[src/rtl/core/tpsa_pkg.sv]
package tpsa_pkg;

	// stream payload widths
	localparam int unsigned IN_DATA_W  = 64;
	localparam int unsigned OUT_DATA_W = 24;

	// configuration port
	localparam int unsigned CFG_IDX_W  = 2;
	localparam int unsigned CFG_DATA_W = 16;
	localparam logic [CFG_IDX_W-1:0] REG_SETTLE_TIME = 2'd0;
	localparam logic [CFG_IDX_W-1:0] REG_TICK_SCALE  = 2'd1;

	localparam int unsigned SETTLE_W = 16;
	localparam int unsigned TICK_W   = 10;
	localparam logic [SETTLE_W-1:0] SETTLE_TIME_RST = 16'd5000;
	localparam logic [TICK_W-1:0]   TICK_SCALE_RST  = 10'd1;

	localparam int unsigned SAMPLE_COUNT_DEF = 100;

	// field widths
	localparam int unsigned RAW_W  = 12;
	localparam int unsigned TIME_W = 32;
	localparam int unsigned POS_X_W = 9;
	localparam int unsigned POS_Y_W = 8;

	// calibration: x = (raw - X_LOW) / 10.7, y = (Y_ZERO - raw) / 14.1
	localparam int unsigned X_LOW  = 249;
	localparam int unsigned X_HIGH = 3423 + 249;
	localparam int unsigned X_MAX  = 319;
	localparam int unsigned X_DIV  = 107;
	localparam int unsigned Y_CUT  = 3766;
	localparam int unsigned Y_ZERO = 3740;
	localparam int unsigned Y_LOW  = 382;
	localparam int unsigned Y_MAX  = 239;
	localparam int unsigned Y_DIV  = 141;

	// reciprocal multipliers, ten folded in, result taken above CAL_SHIFT
	localparam int unsigned CAL_SHIFT = 22;
	localparam int unsigned CAL_MUL_W = 20;
	localparam int unsigned CAL_PROD_W = 32;
	localparam int unsigned X_MUL = 10 * (((2 ** CAL_SHIFT) + X_DIV - 1) / X_DIV);
	localparam int unsigned Y_MUL = 10 * (((2 ** CAL_SHIFT) + Y_DIV - 1) / Y_DIV);

	typedef struct packed {
		logic [POS_Y_W-1:0] y;
		logic [POS_X_W-1:0] x;
	} point_t;

endpackage

[src/rtl/core/touch_panel_settle_and_average_core.sv]
// touch panel settle and average core
// s_* stream: one request per panel poll (pen flag, raw x/y, timestamp).
// m_* stream: exactly one result per poll, in order.
// cfg_*: register writes (settle time, tick scale), always ready; the user
// writes them only while the stream side is idle, which is not enforced.
// pipeline: poll is calibrated into the input register, the qualifier and
// running sums update in stage two, the average multiply and result
// register form stage three, whose result register drives m_tvalid.
// one request is accepted every cycle while the pipeline is not stalled.
// each stage has its own valid bit and loads when empty or when it is
// moving on, so when the receiver stalls the earlier stages keep filling
// and s_tready drops only once all three stages hold a request.
// reset (arst_n low) clears the pipeline, the qualifier (released), sums,
// sample count and the published position, and loads settle time 5000 and
// tick scale 1.
module touch_panel_settle_and_average_core #(
	parameter int unsigned SAMPLE_COUNT = tpsa_pkg::SAMPLE_COUNT_DEF
) (
	input  logic                              clk,
	input  logic                              arst_n,
	// pen_down[0], raw_x[12:1], raw_y[24:13], now_ticks[56:25], zero fill
	input  logic [tpsa_pkg::IN_DATA_W-1:0]    s_tdata,
	input  logic                              s_tvalid,
	output logic                              s_tready,
	// touched[0], pos_x[9:1], pos_y[17:10], fresh[18], zero fill
	output logic [tpsa_pkg::OUT_DATA_W-1:0]   m_tdata,
	output logic                              m_tvalid,
	input  logic                              m_tready,
	input  logic                              cfg_valid,
	output logic                              cfg_ready,
	input  logic [tpsa_pkg::CFG_IDX_W-1:0]    cfg_index,
	input  logic [tpsa_pkg::CFG_DATA_W-1:0]   cfg_data
);

	localparam logic [1:0] MODE_RELEASED = 2'd0;
	localparam logic [1:0] MODE_WAITING  = 2'd1;
	localparam logic [1:0] MODE_SETTLED  = 2'd2;

	localparam int unsigned SUM_X_W = $clog2(SAMPLE_COUNT * tpsa_pkg::X_MAX + 1);
	localparam int unsigned SUM_Y_W = $clog2(SAMPLE_COUNT * tpsa_pkg::Y_MAX + 1);
	localparam int unsigned IDX_W   = $clog2(SAMPLE_COUNT + 1);
	localparam int unsigned PROD_W  = tpsa_pkg::SETTLE_W + tpsa_pkg::TICK_W;

	logic [tpsa_pkg::SETTLE_W-1:0] settle_time_q;
	logic [tpsa_pkg::TICK_W-1:0]   tick_scale_q;

	logic [1:0]                    mode_q, mode_d;
	logic [tpsa_pkg::TIME_W-1:0]   press_start_q, press_start_d;
	logic [SUM_X_W-1:0]            sum_x_q, sum_x_d, acc_x;
	logic [SUM_Y_W-1:0]            sum_y_q, sum_y_d, acc_y;
	logic [IDX_W-1:0]              idx_q, idx_d, idx_inc;
	logic [tpsa_pkg::POS_X_W-1:0]  avg_x_q, quo_x;
	logic [tpsa_pkg::POS_Y_W-1:0]  avg_y_q, quo_y;

	tpsa_pkg::point_t              cal_pt, pt_s1;
	logic                          v_s1, pen_s1;
	logic [tpsa_pkg::TIME_W-1:0]   now_s1;
	logic                          v_s2, touched_s2, done_s2;
	logic [SUM_X_W-1:0]            fin_x_s2;
	logic [SUM_Y_W-1:0]            fin_y_s2;
	logic                          v_s3, touched_s3, fresh_s3;

	logic                          accept, en2, en3, rdy2, rdy3;
	logic                          touched, done, settle_hit;
	logic [tpsa_pkg::TIME_W-1:0]   elapsed;
	logic [PROD_W-1:0]             settle_prod;

	// handshakes
	assign rdy3     = !v_s3 || m_tready;
	assign rdy2     = !v_s2 || rdy3;
	assign s_tready = !v_s1 || rdy2;
	assign accept   = s_tvalid && s_tready;
	assign en2      = v_s1 && rdy2;
	assign en3      = v_s2 && rdy3;
	assign cfg_ready = 1'b1;

	always_ff @(posedge clk or negedge arst_n) begin
		if (!arst_n) begin
			settle_time_q <= tpsa_pkg::SETTLE_TIME_RST;
			tick_scale_q  <= tpsa_pkg::TICK_SCALE_RST;
		end else if (cfg_valid) begin
			case (cfg_index)
				tpsa_pkg::REG_SETTLE_TIME: settle_time_q <= cfg_data;
				tpsa_pkg::REG_TICK_SCALE:  tick_scale_q <= cfg_data[tpsa_pkg::TICK_W-1:0];
				default: ;
			endcase
		end
	end

	// stage one: calibrated poll
	tpsa_calib u_cal (
		.raw_x (s_tdata[12:1]),
		.raw_y (s_tdata[24:13]),
		.point (cal_pt)
	);

	always_ff @(posedge clk or negedge arst_n) begin
		if (!arst_n) begin
			v_s1 <= 1'b0;
		end else if (accept) begin
			v_s1 <= 1'b1;
		end else if (en2) begin
			v_s1 <= 1'b0;
		end
	end

	always_ff @(posedge clk) begin
		if (accept) begin
			pen_s1 <= s_tdata[0];
			now_s1 <= s_tdata[56:25];
			pt_s1  <= cal_pt;
		end
	end

	// stage two: qualifier and running sums
	// above 16 bits of elapsed ticks any nonzero scale beats the settle time
	assign elapsed     = now_s1 - press_start_q;
	assign settle_prod = PROD_W'(elapsed[tpsa_pkg::SETTLE_W-1:0]) * PROD_W'(tick_scale_q);
	assign settle_hit  = (elapsed[tpsa_pkg::TIME_W-1:tpsa_pkg::SETTLE_W] != '0)
		? (tick_scale_q != '0) : (settle_prod >= PROD_W'(settle_time_q));

	assign acc_x   = sum_x_q + SUM_X_W'(pt_s1.x);
	assign acc_y   = sum_y_q + SUM_Y_W'(pt_s1.y);
	assign idx_inc = idx_q + IDX_W'(1);

	always_comb begin
		mode_d        = mode_q;
		press_start_d = press_start_q;
		sum_x_d       = sum_x_q;
		sum_y_d       = sum_y_q;
		idx_d         = idx_q;
		touched       = 1'b0;
		done          = 1'b0;
		if (!pen_s1) begin
			mode_d  = MODE_RELEASED;
			sum_x_d = '0;
			sum_y_d = '0;
			idx_d   = '0;
		end else begin
			case (mode_q)
				MODE_WAITING: begin
					if (settle_hit) begin
						mode_d = MODE_SETTLED;
					end
				end
				MODE_SETTLED: ;
				default: begin
					press_start_d = now_s1;
					mode_d        = MODE_WAITING;
				end
			endcase
			// the poll that settles is sampled too
			if (mode_d == MODE_SETTLED) begin
				touched = 1'b1;
				if (idx_inc == IDX_W'(SAMPLE_COUNT)) begin
					done    = 1'b1;
					sum_x_d = '0;
					sum_y_d = '0;
					idx_d   = '0;
				end else begin
					sum_x_d = acc_x;
					sum_y_d = acc_y;
					idx_d   = idx_inc;
				end
			end
		end
	end

	always_ff @(posedge clk or negedge arst_n) begin
		if (!arst_n) begin
			mode_q        <= MODE_RELEASED;
			press_start_q <= '0;
			sum_x_q       <= '0;
			sum_y_q       <= '0;
			idx_q         <= '0;
			v_s2          <= 1'b0;
		end else begin
			if (en2) begin
				mode_q        <= mode_d;
				press_start_q <= press_start_d;
				sum_x_q       <= sum_x_d;
				sum_y_q       <= sum_y_d;
				idx_q         <= idx_d;
				v_s2          <= 1'b1;
			end else if (en3) begin
				v_s2 <= 1'b0;
			end
		end
	end

	always_ff @(posedge clk) begin
		if (en2) begin
			touched_s2 <= touched;
			done_s2    <= done;
			fin_x_s2   <= acc_x;
			fin_y_s2   <= acc_y;
		end
	end

	// stage three: average and result register
	tpsa_avg_div #(
		.W   (SUM_X_W),
		.DIV (SAMPLE_COUNT),
		.QW  (tpsa_pkg::POS_X_W)
	) u_div_x (
		.sum (fin_x_s2),
		.quo (quo_x)
	);

	tpsa_avg_div #(
		.W   (SUM_Y_W),
		.DIV (SAMPLE_COUNT),
		.QW  (tpsa_pkg::POS_Y_W)
	) u_div_y (
		.sum (fin_y_s2),
		.quo (quo_y)
	);

	always_ff @(posedge clk or negedge arst_n) begin
		if (!arst_n) begin
			v_s3    <= 1'b0;
			avg_x_q <= '0;
			avg_y_q <= '0;
		end else begin
			if (en3) begin
				v_s3 <= 1'b1;
				if (done_s2) begin
					avg_x_q <= quo_x;
					avg_y_q <= quo_y;
				end
			end else if (m_tready) begin
				v_s3 <= 1'b0;
			end
		end
	end

	always_ff @(posedge clk) begin
		if (en3) begin
			touched_s3 <= touched_s2;
			fresh_s3   <= done_s2;
		end
	end

	assign m_tvalid = v_s3;
	assign m_tdata  = {5'd0, fresh_s3, avg_y_q, avg_x_q, touched_s3};

endmodule

[src/rtl/core/tpsa_calib.sv]
module tpsa_calib (
	input  logic [tpsa_pkg::RAW_W-1:0] raw_x,
	input  logic [tpsa_pkg::RAW_W-1:0] raw_y,
	output tpsa_pkg::point_t           point
);

	logic [tpsa_pkg::RAW_W-1:0]      dx;
	logic [tpsa_pkg::RAW_W-1:0]      dy;
	logic [tpsa_pkg::CAL_PROD_W-1:0] px;
	logic [tpsa_pkg::CAL_PROD_W-1:0] py;

	assign dx = raw_x - tpsa_pkg::RAW_W'(tpsa_pkg::X_LOW);
	assign dy = tpsa_pkg::RAW_W'(tpsa_pkg::Y_ZERO) - raw_y;

	assign px = tpsa_pkg::CAL_PROD_W'(dx)
		* tpsa_pkg::CAL_PROD_W'(tpsa_pkg::CAL_MUL_W'(tpsa_pkg::X_MUL));
	assign py = tpsa_pkg::CAL_PROD_W'(dy)
		* tpsa_pkg::CAL_PROD_W'(tpsa_pkg::CAL_MUL_W'(tpsa_pkg::Y_MUL));

	always_comb begin
		if (raw_x <= tpsa_pkg::RAW_W'(tpsa_pkg::X_LOW)) begin
			point.x = '0;
		end else if (raw_x >= tpsa_pkg::RAW_W'(tpsa_pkg::X_HIGH)) begin
			point.x = tpsa_pkg::POS_X_W'(tpsa_pkg::X_MAX);
		end else begin
			point.x = px[tpsa_pkg::CAL_SHIFT +: tpsa_pkg::POS_X_W];
		end

		// values just above the zero line would go negative, clamp them
		if (raw_y >= tpsa_pkg::RAW_W'(tpsa_pkg::Y_CUT)) begin
			point.y = '0;
		end else if (raw_y <= tpsa_pkg::RAW_W'(tpsa_pkg::Y_LOW)) begin
			point.y = tpsa_pkg::POS_Y_W'(tpsa_pkg::Y_MAX);
		end else if (raw_y >= tpsa_pkg::RAW_W'(tpsa_pkg::Y_ZERO)) begin
			point.y = '0;
		end else begin
			point.y = py[tpsa_pkg::CAL_SHIFT +: tpsa_pkg::POS_Y_W];
		end
	end

endmodule

[src/rtl/core/tpsa_avg_div.sv]
module tpsa_avg_div #(
	parameter int unsigned W   = 15,
	parameter int unsigned DIV = tpsa_pkg::SAMPLE_COUNT_DEF,
	parameter int unsigned QW  = 9
) (
	input  logic [W-1:0]  sum,
	output logic [QW-1:0] quo
);

	// exact floor division by a constant through a rounded-up reciprocal
	localparam int unsigned LG = $clog2(DIV);
	localparam int unsigned SH = W + LG;
	localparam int unsigned MW = SH + 1;
	localparam int unsigned PW = W + MW;
	localparam longint unsigned MULT =
		((64'd1 << SH) + 64'(DIV) - 64'd1) / 64'(DIV);

	logic [PW-1:0] prod;

	assign prod = PW'(sum) * PW'(MULT);
	assign quo  = prod[SH +: QW];

endmodule
[config.mk]
export PLATFORM = sky130hd
export DESIGN_NAME = touch_panel_settle_and_average_core
export DESIGN_NICKNAME = d
export VERILOG_FILES = /design/src/rtl/core/tpsa_pkg.sv /design/src/rtl/core/touch_panel_settle_and_average_core.sv /design/src/rtl/core/tpsa_calib.sv /design/src/rtl/core/tpsa_avg_div.sv
export SDC_FILE = /design/constraint.sdc
export NUM_CORES = 1
export LEC_CHECK = 0
export ABC_AREA = 1
export BUFFER_PORTS_ARGS = -buffer_cell sky130_fd_sc_hd__buf_2
export CAP_MARGIN = 20
export CORE_MARGIN = 4
export CORE_UTILIZATION = 35
export DETAILED_ROUTE_END_ITERATION = 12
export PLACE_DENSITY_LB_ADDON = 0.3
export SYNTH_ARGS = -nofsm -noshare
export SYNTH_HDL_FRONTEND = slang
export SYNTH_SLANG_ARGS = --single-unit
[constraint.sdc]
create_clock -name clk -period 7.5 [get_ports clk]
set_clock_uncertainty 0.05 [all_clocks]
set_input_delay 1.5 -clock clk [delete_from_list [all_inputs] [get_ports clk]]
set_output_delay 1.5 -clock clk [all_outputs]
set_load 0.02 [all_outputs]
==> metrics.md <==
| Metric | Value |
|---|---|
| Reg2reg start | `press_start_q[0]` |
| Slowest library cell on the worst path | `fa_2` |
| Distinct cell type count after synthesis | `52` |
| Vias in the first global route | `25200` |
| Fmax | `130 MHz` |
| Nets | `5071` |
| GR met2 Demand/Resource | `26.9%` |
| Layout cells sized above 1 | `15.7%` |
| Sink Count | `201` |
| CTS buffer count | `24` |
| Area contributors post-synth | `fa_1, ha_1, inv_1` |
| Antenna violations before repair | `8` |
| Die Area | `92500 um^2` |
| Clk_lat worst skew | `0.57 ns` |
| Syn Area/Cell | `8.11 um^2` |
| Gr busiest metal | `met2` |
| Crit Reg-Reg Endpoint | `sum_x_q[8]` |
| Leading cell types in the layout, fill and taps excluded | `inv_1, nand2_1, ha_1` |
| H-tree levels | `1` |
| Tightest Hold Check Type | `flop to flop` |
| Final period util | `103%` |
| Syn Std Cell Area | `30700 um^2` |
| Clock root buffer | `clkbuf_16` |
| Total grt overflow | `0` |
| RSZ-0062 raised after global routing | `true` |
| Final worst slack | `-0.193 ns` |
| Outcome | `finished, violations left` |
| DP HPWL | `61500 um` |
| Final setup fails | `39` |
| Cell accounting for the most synthesized area | `fa_1` |
| Register area share after synthesis | `17.8%` |
| Final wirelength | `73700 um` |
| Number of detailed-route iterations in the first pass | `7` |
| Vias | `24300` |
| Cell repeated most along the worst path | `buf_4` |
| CP Max Fanout | `6` |
| Top cell type's share of synthesized area | `23.9%` |
| Cells after synthesis | `3786` |
| WHS | `0.425 ns` |
| Core Box Area | `86900 um^2` |
| GRT met3 Usage | `1.77%` |
| Total negative setup slack | `-6.29 ns` |
| Hold path endpoint | `sum_y_q[6]` |
| Asr flop ratio synth | `58.2%` |
| Die height | `304 um` |
| PortBufs | `100` |
| Worst path required time | `7.91 ns` |
| Filler cells | `8709` |
| Crit. End Element | `flop` |
| Reg2reg setup slack | `-0.19 ns` |
| Final Hold Viols | `0` |
| Post-synth EDFFs | `84` |
| Met1 Usage GRT | `23.2%` |
| Worst slew pin tran | `1.13 ns` |
| Row count | `108` |
| Die Wd | `304 um` |
| Total of max-cap violations | `0` |
| Slowest stage delay, CP | `0.55 ns` |
| Fin. max-slew vios | `0` |
| Worst hold path cell count | `2` |
| Nature of the critical path startpoint | `flop` |
| Vias/cell | `4.57` |
| Iter 0 DRT Violations | `1177` |
| Clk buf depth | `3` |
| I/O pins | `114` |
| CTS tree | `done` |
| All-layer global routing usage | `16.3%` |
| Largest net degree at the start of global routing | `75` |
| Failing checks | `setup timing` |
| Worst Path Arrival | `8.10 ns` |
| Commonest non-fill, non-tap cell in the layout | `inv_1` |
| Post-route antenna net violation count | `0` |
| First-pass GRT wire length | `126000 um` |
| Placer Congestion | `0.857` |
| Starting Density | `35.3%` |
| Drc violations | `0` |
| Yosys warns | `0` |
| Final core occ | `41.8%` |
| Relative max-transition margin | `24.5%` |
| P&R area growth vs syn | `18.3%` |
| Crit Path Class | `flop to flop` |
| Yosys reg bits | `201` |
| WL/cell | `13.9 um` |
| CTS clk-pin slew, worst paths | `0.07 ns` |
| Hold path start | `sum_y_q[6]` |
| Fin crit period | `7.69 ns` |
| Reg2Reg Depth | `47` |
| Top_reg_cell synth | `dfrtp_1` |
what timing repair did:
action                     in CTS  in global routing
cloned                          6                  0
setup endpoints to repair      41                 47
hold buffers                    0                  0
gates resized for setup       108                119
buffers inserted               36                 17
pin swaps                      72                 94
registers in the layout, summed over array words and instances, names as in the netlist, 2 cells and up:
register	count
sum_y_q	15
fin_x_s2	15
settle_time_q	16
sum_x_q	15
fin_y_s2	15
avg_x_q	9
mode_q	2
idx_q	7
tick_scale_q	10
avg_y_q	8
now_s1	32
pt_s1	17
press_start_q	32
kinds of logic after synthesis:
group	count (synthesis)	share of synthesized area (%)
AND/OR/NAND/NOR	1350	18.3
flip-flops	201	17.8
AO/OA/AOI/OAI	330	5.97
buffers and inverters	971	12.1
other	2	0.0245
multiplexers	1	0.0367
adder cells (fa/ha/maj)	840	43.2
XOR/XNOR	91	2.60
cell type report:
cell class | instances | area [um^2] | share of cell area (%)
well taps | 1155 | 1450 | 3.98
repair buffers | 372 | 2680 | 7.38
multi-input cells | 2623 | 22500 | 62.0
clock inverters | 11 | 65.1 | 0.179
flip-flops and latches | 201 | 5460 | 15.0
clock buffers | 33 | 686 | 1.89
inverters | 922 | 3460 | 9.54
diodes | 4 | 10.0 | 0.0276
cell usage after synthesis, drive strengths merged, types with 5 or more instances:
cell / count
inv: 922
nand2: 777
ha: 474
fa: 366
nor2: 319
a21oi: 180
nand3: 149
dfrtp: 111
edfxtp: 84
o21ai: 84
xor2: 71
nand4: 33
clkbuf: 30
nor3: 24
xnor2: 20
buf: 19
or2: 18
nor4: 12
o21bai: 12
a21o: 9
nand3b: 7
o211ai: 7
o21a: 7
a211oi: 6
and2: 6
dfstp: 6
a31oi: 5
per-stage QoR:
| step | cells | area [um^2] | setup WS (ns) |
|---|---|---|---|
| floorplan | 3790 | 30700 | 0.105 |
| global placement | 5214 | 34100 | -0.400 |
| detailed placement | 5214 | 34100 | -0.458 |
| CTS | 5300 | 35700 | -0.142 |
| global route | 5318 | 36300 | -0.501 |
| finish | 5321 | 36300 | -0.193 |
metal layers:
layer	vias up	share of wire, %
met5	-	0.065
met4	8	1.8
met3	83	3.6
met2	326	46
met1	11500	49
li1	12400	-
worst max-delay path by stage:
stage	slack (ns)	end	cells past startpoint	from
3_5_place_dp	-0.46	sum_y_q[10]	44	press_start_q[0]
3_3_place_gp	-0.40	sum_y_q[12]	45	press_start_q[0]
4_1_cts	-0.14	sum_x_q[5]	45	press_start_q[0]
5_1_grt	-0.50	sum_y_q[7]	49	now_s1[6]
6_report	-0.19	sum_x_q[8]	47	press_start_q[0]
2_1_floorplan	0.11	sum_x_q[12]	45	press_start_q[0]
worst max-delay path: cells and delay by family (launching register included):
kind / cells / cell delay, ns
buffers and inverters: 16 / 1.78
xor gates and xnor gates: 1 / 0.18
and+or+nand+nor: 22 / 1.84
DFF: 1 / 0.41
adders and majority gates: 8 / 3.28
Power is left out: the tool's default activity adds up to more than one toggle a clock period on the data nets, which glitch-free logic cannot reach.
